===== src/rtl/spq_pkg.sv =====
// Shared types, codes and defaults for the stable priority queue.
package spq_pkg;

  localparam int CAPACITY_DEFAULT  = 16;
  localparam int PRIO_BITS_DEFAULT = 8;

  localparam int CMD_W        = 2;
  localparam int VALUE_W      = 32;
  localparam int PRIO_FIELD_W = 8;
  localparam int STATUS_W     = 2;
  localparam int COUNT_FIELD_W = 5;

  localparam logic [VALUE_W-1:0] EMPTY_VALUE = {VALUE_W{1'b1}};

  localparam logic [CMD_W-1:0] CMD_INSERT = 2'd0;
  localparam logic [CMD_W-1:0] CMD_POP    = 2'd1;
  localparam logic [CMD_W-1:0] CMD_QUERY  = 2'd2;

  localparam logic [STATUS_W-1:0] STATUS_OK        = 2'd0;
  localparam logic [STATUS_W-1:0] STATUS_POP_EMPTY = 2'd1;
  localparam logic [STATUS_W-1:0] STATUS_FULL_DROP = 2'd2;

  typedef enum logic {
    ST_IDLE = 1'b0,
    ST_EXEC = 1'b1
  } state_t;

  // Commands from controller to datapath.
  typedef struct packed {
    logic load;
    logic exec;
  } ctl_t;

endpackage


===== src/rtl/spq_ctrl.sv =====
// Controller state machine for the stable priority queue.
module spq_ctrl (
  input  logic          clk,
  input  logic          rst_n,
  input  logic          start,
  output logic          busy,
  output logic          out_valid,
  output spq_pkg::ctl_t ctl
);

  spq_pkg::state_t state_r, state_nxt;
  logic            valid_r, valid_nxt;

  always_comb begin
    state_nxt = state_r;
    case (state_r)
      spq_pkg::ST_IDLE: begin
        if (start) state_nxt = spq_pkg::ST_EXEC;
      end
      spq_pkg::ST_EXEC: begin
        state_nxt = spq_pkg::ST_IDLE;
      end
      default: state_nxt = spq_pkg::ST_IDLE;
    endcase
  end

  always_comb begin
    busy      = 1'b0;
    ctl.load  = 1'b0;
    ctl.exec  = 1'b0;
    valid_nxt = 1'b0;
    case (state_r)
      spq_pkg::ST_IDLE: begin
        ctl.load = start;
      end
      spq_pkg::ST_EXEC: begin
        busy      = 1'b1;
        ctl.exec  = 1'b1;
        valid_nxt = 1'b1;
      end
      default: begin
        busy = 1'b0;
      end
    endcase
  end

  always_ff @(posedge clk) begin
    if (!rst_n) begin
      state_r <= spq_pkg::ST_IDLE;
      valid_r <= 1'b0;
    end else begin
      state_r <= state_nxt;
      valid_r <= valid_nxt;
    end
  end

  assign out_valid = valid_r;

  a_accept_runs: assert property (@(posedge clk) disable iff (!rst_n)
    (start && !busy) |=> (state_r == spq_pkg::ST_EXEC))
    else $error("accepted word did not start execution");

  a_one_result: assert property (@(posedge clk) disable iff (!rst_n)
    (state_r == spq_pkg::ST_EXEC) |=> (valid_r && !busy))
    else $error("execution did not produce exactly one result");

  a_strobe_single: assert property (@(posedge clk) disable iff (!rst_n)
    valid_r |=> !valid_r)
    else $error("result strobe held longer than one cycle");

endmodule


===== src/rtl/spq_datapath.sv =====
// Slot array with parallel compare-and-shift, count and result registers.
module spq_datapath #(
  parameter int CAPACITY  = spq_pkg::CAPACITY_DEFAULT,
  parameter int PRIO_BITS = spq_pkg::PRIO_BITS_DEFAULT
) (
  input  logic                                clk,
  input  logic                                rst_n,
  input  spq_pkg::ctl_t                       ctl,
  input  logic [spq_pkg::CMD_W-1:0]           in_cmd,
  input  logic signed [spq_pkg::VALUE_W-1:0]  in_item_value,
  input  logic [spq_pkg::PRIO_FIELD_W-1:0]    in_item_priority,
  output logic [spq_pkg::STATUS_W-1:0]        out_status,
  output logic signed [spq_pkg::VALUE_W-1:0]  out_front_value,
  output logic [spq_pkg::PRIO_FIELD_W-1:0]    out_front_priority,
  output logic                                out_is_empty,
  output logic [spq_pkg::COUNT_FIELD_W-1:0]   out_entry_count
);

  localparam int CNT_W = $clog2(CAPACITY + 1);

  logic [spq_pkg::CMD_W-1:0]    cmd_r;
  logic [spq_pkg::VALUE_W-1:0]  val_r;
  logic [PRIO_BITS-1:0]         prio_r;
  logic [spq_pkg::VALUE_W-1:0]  slot_val_r  [CAPACITY];
  logic [PRIO_BITS-1:0]         slot_prio_r [CAPACITY];
  logic [spq_pkg::VALUE_W-1:0]  slot_val_nxt  [CAPACITY];
  logic [PRIO_BITS-1:0]         slot_prio_nxt [CAPACITY];
  logic [CNT_W-1:0]             cnt_r, cnt_nxt;
  logic [spq_pkg::STATUS_W-1:0] status_r, status_nxt;
  logic [CAPACITY-1:0]          ge;
  logic                         empty, full, do_ins, do_pop;

  assign empty  = (cnt_r == '0);
  assign full   = (cnt_r == CNT_W'(CAPACITY));
  assign do_ins = (cmd_r == spq_pkg::CMD_INSERT) && !full;
  assign do_pop = (cmd_r == spq_pkg::CMD_POP) && !empty;

  // Each slot decides on its own: keep, take the new word, or shift.
  for (genvar k = 0; k < CAPACITY; k++) begin : g_slot
    assign ge[k] = (CNT_W'(k) < cnt_r) && (slot_prio_r[k] >= prio_r);

    always_comb begin
      slot_val_nxt[k]  = slot_val_r[k];
      slot_prio_nxt[k] = slot_prio_r[k];
      if (do_ins && !ge[k]) begin
        if (k == 0) begin
          slot_val_nxt[k]  = val_r;
          slot_prio_nxt[k] = prio_r;
        end else if (ge[(k == 0) ? 0 : k-1]) begin
          slot_val_nxt[k]  = val_r;
          slot_prio_nxt[k] = prio_r;
        end else begin
          slot_val_nxt[k]  = slot_val_r[(k == 0) ? 0 : k-1];
          slot_prio_nxt[k] = slot_prio_r[(k == 0) ? 0 : k-1];
        end
      end else if (do_pop && (k < CAPACITY - 1)) begin
        slot_val_nxt[k]  = slot_val_r[(k < CAPACITY - 1) ? k+1 : k];
        slot_prio_nxt[k] = slot_prio_r[(k < CAPACITY - 1) ? k+1 : k];
      end
    end

    always_ff @(posedge clk) begin
      if (ctl.exec) begin
        slot_val_r[k]  <= slot_val_nxt[k];
        slot_prio_r[k] <= slot_prio_nxt[k];
      end
    end
  end

  always_comb begin
    cnt_nxt    = cnt_r;
    status_nxt = spq_pkg::STATUS_OK;
    case (cmd_r)
      spq_pkg::CMD_INSERT: begin
        if (full) status_nxt = spq_pkg::STATUS_FULL_DROP;
        else      cnt_nxt    = cnt_r + CNT_W'(1);
      end
      spq_pkg::CMD_POP: begin
        if (empty) status_nxt = spq_pkg::STATUS_POP_EMPTY;
        else       cnt_nxt    = cnt_r - CNT_W'(1);
      end
      default: status_nxt = spq_pkg::STATUS_OK;
    endcase
  end

  always_ff @(posedge clk) begin
    if (ctl.load) begin
      cmd_r  <= in_cmd;
      val_r  <= in_item_value;
      prio_r <= PRIO_BITS'(in_item_priority);
    end
    if (ctl.exec) status_r <= status_nxt;
  end

  always_ff @(posedge clk) begin
    if (!rst_n) begin
      cnt_r <= '0;
    end else if (ctl.exec) begin
      cnt_r <= cnt_nxt;
    end
  end

  assign out_status         = status_r;
  assign out_is_empty       = empty;
  assign out_front_value    = empty ? spq_pkg::EMPTY_VALUE : slot_val_r[0];
  assign out_front_priority = empty ? '0 : spq_pkg::PRIO_FIELD_W'(slot_prio_r[0]);
  assign out_entry_count    = spq_pkg::COUNT_FIELD_W'(cnt_r);

  a_count_bound: assert property (@(posedge clk) disable iff (!rst_n)
    cnt_r <= CNT_W'(CAPACITY))
    else $error("entry count beyond capacity");

  a_insert_grows: assert property (@(posedge clk) disable iff (!rst_n)
    (ctl.exec && do_ins) |=> (cnt_r == $past(cnt_r) + CNT_W'(1)))
    else $error("insert did not grow the count");

  a_count_idle: assert property (@(posedge clk) disable iff (!rst_n)
    !ctl.exec |=> (cnt_r == $past(cnt_r)))
    else $error("count moved outside execution");

  a_drop_flag: assert property (@(posedge clk) disable iff (!rst_n)
    (ctl.exec && (cmd_r == spq_pkg::CMD_INSERT) && full)
      |=> (status_r == spq_pkg::STATUS_FULL_DROP) && full)
    else $error("full insert not flagged or not dropped");

endmodule


===== src/rtl/stable_priority_queue.sv =====
// Top level of the stable priority queue: controller plus slot datapath.
//
//   channel   ports                                   handshake
//   input     in_cmd, in_item_value, in_item_priority start high, busy low
//   result    out_status, out_front_value,            out_valid, one cycle
//             out_front_priority, out_is_empty,
//             out_entry_count
//
// Each word is registered when accepted, then run in the EXEC state, in which
// every slot compares its priority and shifts in parallel. The result strobes
// in the cycle after execute, and a new word may be accepted in that cycle.
// Synchronous active-low reset empties the queue; slot contents are not cleared.
// The receiver cannot stall; results are presented for exactly one cycle.
module stable_priority_queue #(
  parameter int CAPACITY  = spq_pkg::CAPACITY_DEFAULT,
  parameter int PRIO_BITS = spq_pkg::PRIO_BITS_DEFAULT
) (
  input  logic                                clk,
  input  logic                                rst_n,
  input  logic                                start,
  output logic                                busy,
  input  logic [spq_pkg::CMD_W-1:0]           in_cmd,
  input  logic signed [spq_pkg::VALUE_W-1:0]  in_item_value,
  input  logic [spq_pkg::PRIO_FIELD_W-1:0]    in_item_priority,
  output logic                                out_valid,
  output logic [spq_pkg::STATUS_W-1:0]        out_status,
  output logic signed [spq_pkg::VALUE_W-1:0]  out_front_value,
  output logic [spq_pkg::PRIO_FIELD_W-1:0]    out_front_priority,
  output logic                                out_is_empty,
  output logic [spq_pkg::COUNT_FIELD_W-1:0]   out_entry_count
);

  spq_pkg::ctl_t ctl;

  spq_ctrl u_ctrl (
    .clk       (clk),
    .rst_n     (rst_n),
    .start     (start),
    .busy      (busy),
    .out_valid (out_valid),
    .ctl       (ctl)
  );

  spq_datapath #(
    .CAPACITY  (CAPACITY),
    .PRIO_BITS (PRIO_BITS)
  ) u_datapath (
    .clk                (clk),
    .rst_n              (rst_n),
    .ctl                (ctl),
    .in_cmd             (in_cmd),
    .in_item_value      (in_item_value),
    .in_item_priority   (in_item_priority),
    .out_status         (out_status),
    .out_front_value    (out_front_value),
    .out_front_priority (out_front_priority),
    .out_is_empty       (out_is_empty),
    .out_entry_count    (out_entry_count)
  );

endmodule


===== config.mk =====
export PLATFORM = sky130hd
export DESIGN_NAME = stable_priority_queue
export DESIGN_NICKNAME = d
export VERILOG_FILES = /design/src/rtl/spq_pkg.sv /design/src/rtl/spq_ctrl.sv /design/src/rtl/spq_datapath.sv /design/src/rtl/stable_priority_queue.sv
export SDC_FILE = /design/constraint.sdc
export NUM_CORES = 1
export LEC_CHECK = 0
export BUFFER_PORTS_ARGS = -buffer_cell sky130_fd_sc_hd__buf_2
export CORE_AREA = 2 2 312 345
export DETAILED_ROUTE_END_ITERATION = 12
export DIE_AREA = 0 0 314 347
export SLEW_MARGIN = 20
export SYNTH_ARGS = -nofsm -noshare
export SYNTH_HDL_FRONTEND = slang
export SYNTH_SLANG_ARGS = --single-unit

===== constraint.sdc =====
create_clock -name clk -period 5.41 [get_ports clk]
set_clock_uncertainty 0.15 [all_clocks]
set_input_delay 0.541 -clock clk [delete_from_list [all_inputs] [get_ports clk]]
set_output_delay 0.541 -clock clk [all_outputs]
set_load 0.03 [all_outputs]

# Yosys cells after proc, flatten, opt, wreduce, memory -nomap -nowiden
# Memory sizes are Yosys's and may differ from the RTL's.
# Cells that the tools add are included.
dict set report op_classes {
  eq_ne 4
  n_mux 106
  bitwise 1
  magnitude_cmp 32
  reduce_logical 56
  n_addsub 2
}
# operator count
set op_table {}
lappend op_table {{32-bit 2-to-1 mux} 47}
lappend op_table {{8-bit 2-to-1 mux} 47}
lappend op_table {{8-bit >= comparator} 16}
lappend op_table {{4-bit by 5-bit less-than comparator with 1-bit output, first input constant} 8}
lappend op_table {{1-bit logical AND} 34}
lappend op_table {{3-bit by 5-bit less-than comparator with 1-bit output, first input constant} 4}
lappend op_table {{1-bit zero test} 18}
lappend op_table {{1-bit by 5-bit less-than comparator with 1-bit output, first input constant} 2}
lappend op_table {{2-bit by 5-bit less-than comparator with 1-bit output, first input constant} 2}
lappend op_table {{5-bit 2-to-1 mux} 2}
lappend op_table {{5-bit one-hot mux with 2 select lines} 1}
lappend op_table {{1-bit 2-to-1 mux} 6}
lappend op_table {{5-bit by 1-bit adder with 5-bit output, second input constant} 1}
lappend op_table {{5-bit equality test, second input constant} 1}
lappend op_table {{5-bit zero test} 1}
lappend op_table {{5-bit by 1-bit subtractor with 5-bit output, second input constant} 1}
lappend op_table {{2-bit != test, second input constant} 2}
lappend op_table {{2-bit one-hot mux with 2 select lines} 1}
lappend op_table {{4-bit AND reduction} 1}
lappend op_table {{2-bit by 1-bit equality test with 1-bit output, second input constant} 1}
lappend op_table {{2-bit zero test} 1}
lappend op_table {{2-bit 2-to-1 mux} 1}
lappend op_table {{1-bit one-hot mux with 2 select lines} 1}
lappend op_table {{2-bit nonzero test} 1}
lappend op_table {{1-bit NOT} 1}
dict set report word_totals {
  memories 2
  elab_cells 210
  ram_bits 640
  input_bits 45
  reg_bits 51
}
# name depth width read_ports rd_clocked_by_memory_dff write_ports line_no
set mem_list {}
lappend mem_list {u_datapath.slot_val_r 16 32 16 0 16 spq_datapath.sv:24} ;# logic [spq_pkg::VALUE_W-1:0] slot_val_r [CAPACITY];
lappend mem_list {u_datapath.slot_prio_r 16 8 16 0 16 spq_datapath.sv:25} ;# logic [PRIO_BITS-1:0] slot_prio_r [CAPACITY];

# Longest topological paths before layout
# An unclocked memory read counts as a cell.
dict set report depth {
  depth_word 6
  ltp_mapped 10
  ltp_nobuf 8
}

# By module
# From an unflattened synthesis, not the netlist that was laid out.
dict set report hier_totals {
  hier_cells 3172
  area_unflattened_um2 36935.4
}
# module area_each_um2 cells_per_inst n_inst seq_area_each_um2
set modules_own_cells {}
lappend modules_own_cells {spq_datapath 36854.1 3165 1 20639.8}
lappend modules_own_cells {spq_ctrl 81.3 7 1 40.0}

# Least setup slack after synthesis
# Ideal clock, no wire load.
dict set report synth_path {
  path_kind {register to register}
  from {register, netlist name u_datapath.prio_r[0]}
  to {memory u_datapath.slot_prio_r[15][0] in the netlist's numbering (enable)}
  required_ns 4.762
  slack_ns 0.025
  stages_incl_launch_ff 8
  arrival_ns 4.737
  setup_time_ns 0.498
  path_cell_list {edfxtp_1 -> ha_1 -> nand2b_1 -> a21o_1 -> a21o_1 -> a21oi_1 -> o21ai_0 -> a211oi_1}
}
# element line_no
set synth_rtl {}
lappend synth_rtl {{to (decl)} spq_datapath.sv:25}

==> flow_summary.ini <==
[power_and_ir_drop]
seq_power_share_pct = 49.7
power_frac_clock_pct = 42.2
max-vdd-ir-drop_mv = 0.260
fraction_of_power_consumed_by_combinational_cells_pct = 8.1
p_sw_share_pct = 24.9
cellLeakagePower_nw = 14.6
total_power_mw = 12.5
internal_dissipation_mw = 9.36
power.switching_mw = 3.11
p_per_area_nw_per_um2 = 296

[final_layout]
layout.area.seq_um2 = 20700
filler_cell_count = 10000
fin_nets = 3424
inserted_diodes = 0
multi_input_gate_area_in_the_final_layout_um2 = 15300
final_layout_size_suffix_gt1_share_pct = 13.7
area_grow_syn2layout_pct = 15.0

[sta]
worst_pin_slew_ns = 1.11
slew_viol_final = 0
relSlewSlack_pct = 25.3
period_needed_ns = 4.10
rsz0062_at_grt = false
fmax_mhz = 244
final-setup-viol-count = 0
final.setup.tns_ns = 0
fin_crit_sh_pct = 75.8
finalHoldViolations = 0

[hold_path]
holdCritPathClass = primary input to flop
hold_path_depth = 2

[cts]
clkSlewWorstSetupHoldPaths_ns = 0.06
insertion_delay_ns = 0.65
cts-buffers-inserted = 78
cts-hold-fix-buffers = 42
tritoncts_num_sinks = 691
cts_tree = yes
cts.repair_timing.setup_buffer_count = 0
cts.root.buffer_cell = sky130_fd_sc_hd__clkbuf_16
ctsLongestPathBuffers = 3
cts_max_level = 3
ctsResizeCount = 0

[worst_setup_path]
critical_path.endpoint = u_datapath.slot_val_r[0][234]$_DFFE_PP_
worstReg2RegStart = u_datapath.prio_r[0]$_DFFE_PP_
r2r-end = u_datapath.slot_val_r[0][234]$_DFFE_PP_
reg2reg_slack_ns = 1.31
cp.arrival_ns = 4.25
critical_path.endpoint_type = flop
worst-endpoint-required_ns = 5.56
worstRegToRegCells = 9
path_class = flop to flop
critical_path.max_fanout = 27
critical_path.startpoint = u_datapath.prio_r[0]$_DFFE_PP_
critical_path.startpoint_type = flop

[floorplanning]
floorplan.io_pins = 95
placeableCoreArea_um2 = 105000
die_width_um = 314
floorplan.rows = 125
die_outline_height_um = 347
initial_core_util_pct = 34.8
floorplan.die_area_um2 = 109000

[yosys]
synth_async_sr_flop_share_pct = 0
yosysWarningCount = 0
synth.cell_area_um2 = 36600
synth-edff-count = 684
synth_sequential_area_ratio_pct = 56.5
syn_nets = 3350
synthesis.area_per_instance_um2 = 11.5
ys_dominant_reg_cell = sky130_fd_sc_hd__edfxtp_1
ys_ff_latch = 691
synthCells = 3173
yosys_cell_types = 49

[route]
drtAntennaViolNets = 0
count_of_unresolved_drc_violations_after_routing = 0
num_vias = 25400
wire_per_inst_um = 22.5
dr.first_iter.drc_count = 2126
totalWireLength_mm = 106
drtPass1Iterations = 5
post_drt_via_cell_ratio = 5.39

[global_routing]
grt_max_degree = 81
via_count_of_the_first_global_routing_pass = 25000
initial_antenna_violation_count = 1
global_route.overflow_total = 0
track_usage_pct = 19.0
grt_first_pass_wirelength_mm = 158

[place]
port_buffers = 94
hpwl_mm = 67.8
final_weighted_congestion_in_routability_driven_placement = 0.867

[run]
cap_viol_max_count = 0

[outcome]
outcome = completed
cells in the final DEF, fill, tap and decap left out, types with 12 or more instances in the layout:
cell and count:
sky130_fd_sc_hd__mux2i_1 554, sky130_fd_sc_hd__a21oi_4 17, sky130_fd_sc_hd__clkinv_1 16, sky130_fd_sc_hd__o21ai_1 21
sky130_fd_sc_hd__clkinv_2 16, sky130_fd_sc_hd__mux2_2 71, sky130_fd_sc_hd__nand2b_1 18, sky130_fd_sc_hd__or2_2 33
sky130_fd_sc_hd__nand4_1 12, sky130_fd_sc_hd__edfxtp_1 684, sky130_fd_sc_hd__clkbuf_16 78, sky130_fd_sc_hd__buf_2 94
sky130_fd_sc_hd__clkbuf_1 18, sky130_fd_sc_hd__o21ai_0 455, sky130_fd_sc_hd__nand2_1 481, sky130_fd_sc_hd__dlygate4sd3_1 42
sky130_fd_sc_hd__buf_4 83, sky130_fd_sc_hd__ha_1 132, sky130_fd_sc_hd__nor2_1 136, sky130_fd_sc_hd__a21oi_1 182
sky130_fd_sc_hd__inv_1 36
critical path, stage by stage, from the launching register on:
cell	delay [ns]
sky130_fd_sc_hd__edfxtp_1	0.77
sky130_fd_sc_hd__buf_4	0.37
sky130_fd_sc_hd__ha_1	0.26
sky130_fd_sc_hd__nand2b_1	0.15
sky130_fd_sc_hd__a2111o_1	0.45
sky130_fd_sc_hd__a32oi_4	0.24
sky130_fd_sc_hd__buf_4	0.55
sky130_fd_sc_hd__nand2_1	0.20
sky130_fd_sc_hd__a21oi_4	0.19
sky130_fd_sc_hd__buf_4	0.39
power groups by stage:
stage	sequential (mW)	combinational, mW	clock (mW)
finish	6.19	1.01	5.26
global route	6.21	1.11	5.56
CTS	6.19	1.01	5.37
detailed placement	6.30	0.982	0
global placement	6.30	0.961	0
floorplan	6.23	0.654	0
layer usage:
metal | part of all wire (%) | vias to the layer above | track usage [%]
li1 | - | 11800 | -
met1 | 47 | 12600 | 27.1
met2 | 45 | 756 | 29.6
met3 | 6.1 | 146 | 3.14
met4 | 2.7 | 0 | 5.40
met5 | 0 | - | 0
synth_stat cells, types with 4 or more instances:
cell / n / share of area (%)
sky130_fd_sc_hd__a2111o_1: 10 / 0.31
sky130_fd_sc_hd__a2111oi_0: 5 / 0.12
sky130_fd_sc_hd__a21o_1: 5 / 0.10
sky130_fd_sc_hd__a21oi_1: 198 / 2.7
sky130_fd_sc_hd__and2_1: 9 / 0.15
sky130_fd_sc_hd__buf_1: 24 / 0.25
sky130_fd_sc_hd__buf_2: 43 / 0.59
sky130_fd_sc_hd__buf_4: 6 / 0.12
sky130_fd_sc_hd__clkbuf_1: 162 / 1.7
sky130_fd_sc_hd__dfxtp_1: 7 / 0.38
sky130_fd_sc_hd__edfxtp_1: 684 / 56
sky130_fd_sc_hd__ha_1: 132 / 4.5
sky130_fd_sc_hd__inv_1: 36 / 0.37
sky130_fd_sc_hd__mux2_2: 71 / 2.2
sky130_fd_sc_hd__mux2i_1: 554 / 15
sky130_fd_sc_hd__nand2_1: 481 / 4.9
sky130_fd_sc_hd__nand2b_1: 19 / 0.32
sky130_fd_sc_hd__nand4_1: 12 / 0.21
sky130_fd_sc_hd__nor2_1: 146 / 1.5
sky130_fd_sc_hd__nor2b_1: 10 / 0.17
sky130_fd_sc_hd__o21a_1: 4 / 0.082
sky130_fd_sc_hd__o21ai_0: 455 / 6.2
sky130_fd_sc_hd__o21ai_1: 31 / 0.42
sky130_fd_sc_hd__or2_2: 33 / 0.56
sky130_fd_sc_hd__xnor2_1: 4 / 0.096
stage by stage:
step	setup WS [ns]	util [%]	cell area, um^2	hold slack [ns]	std cells
final	1.31	40.0	42100	0.0524	4706
after global placement	1.38	37.2	39200	0.376	4521
after floorplan	0.0253	-	36600	0.366	3173
after detailed placement	1.32	37.2	39200	0.385	4522
after CTS	1.32	40.0	42100	0.0242	4706
after global routing	1.09	40.0	42100	0.0464	4706
flip-flops by register name, summed over array words and instances (netlist names):
register                    cells
u_datapath.cmd_r                2
u_datapath.val_r               32
u_datapath.prio_r               8
u_ctrl.out_valid                1
u_ctrl.state_r                  1
u_datapath.out_status           2
u_datapath.out_entry_count      5
u_datapath.slot_prio_r        128
u_datapath.slot_val_r         512
cell type report:
| type | count | share of cell area, % |
|---|---|---|
| Clock inverter | 46 | 1.13 |
| Timing Repair Buffer | 229 | 4.09 |
| Inverter | 38 | 0.339 |
| Tap cell | 1397 | 4.15 |
| Sequential cell | 691 | 49.1 |
| Clock buffer | 96 | 4.80 |
| Multi-Input combinational cell | 2209 | 36.4 |
worst min-delay path by stage:
| stage | startpoint | endpoint | slack (ns) |
|---|---|---|---|
| after floorplan | u_datapath.slot_val_r[1][192]$_DFFE_PP_ | u_datapath.slot_val_r[1][160]$_DFFE_PP_ | 0.37 |
| after global placement | u_datapath.slot_val_r[1][211]$_DFFE_PP_ | u_datapath.slot_val_r[1][179]$_DFFE_PP_ | 0.38 |
| after detailed placement | u_datapath.slot_val_r[1][108]$_DFFE_PP_ | u_datapath.slot_val_r[1][76]$_DFFE_PP_ | 0.39 |
| after CTS | rst_n | u_datapath.out_entry_count[1]$_SDFFE_PN0P_ | 0.02 |
| after global routing | rst_n | u_datapath.out_entry_count[1]$_SDFFE_PN0P_ | 0.05 |
| final | rst_n | u_datapath.out_entry_count[1]$_SDFFE_PN0P_ | 0.05 |
cell families (layout without fill, tap and decap cells):
logic type | Yosys count | count (layout) | share of synthesized area (%)
compound gates | 727 | 727 | 10.5
buf+inv | 273 | 409 | 3.01
mux | 627 | 627 | 17.4
simple gates | 717 | 717 | 7.97
xor+xnor | 6 | 6 | 0.144
flops | 691 | 691 | 56.5
fa+ha+maj | 132 | 132 | 4.51
No activity file was read; power rests on OpenSTA's default activity.
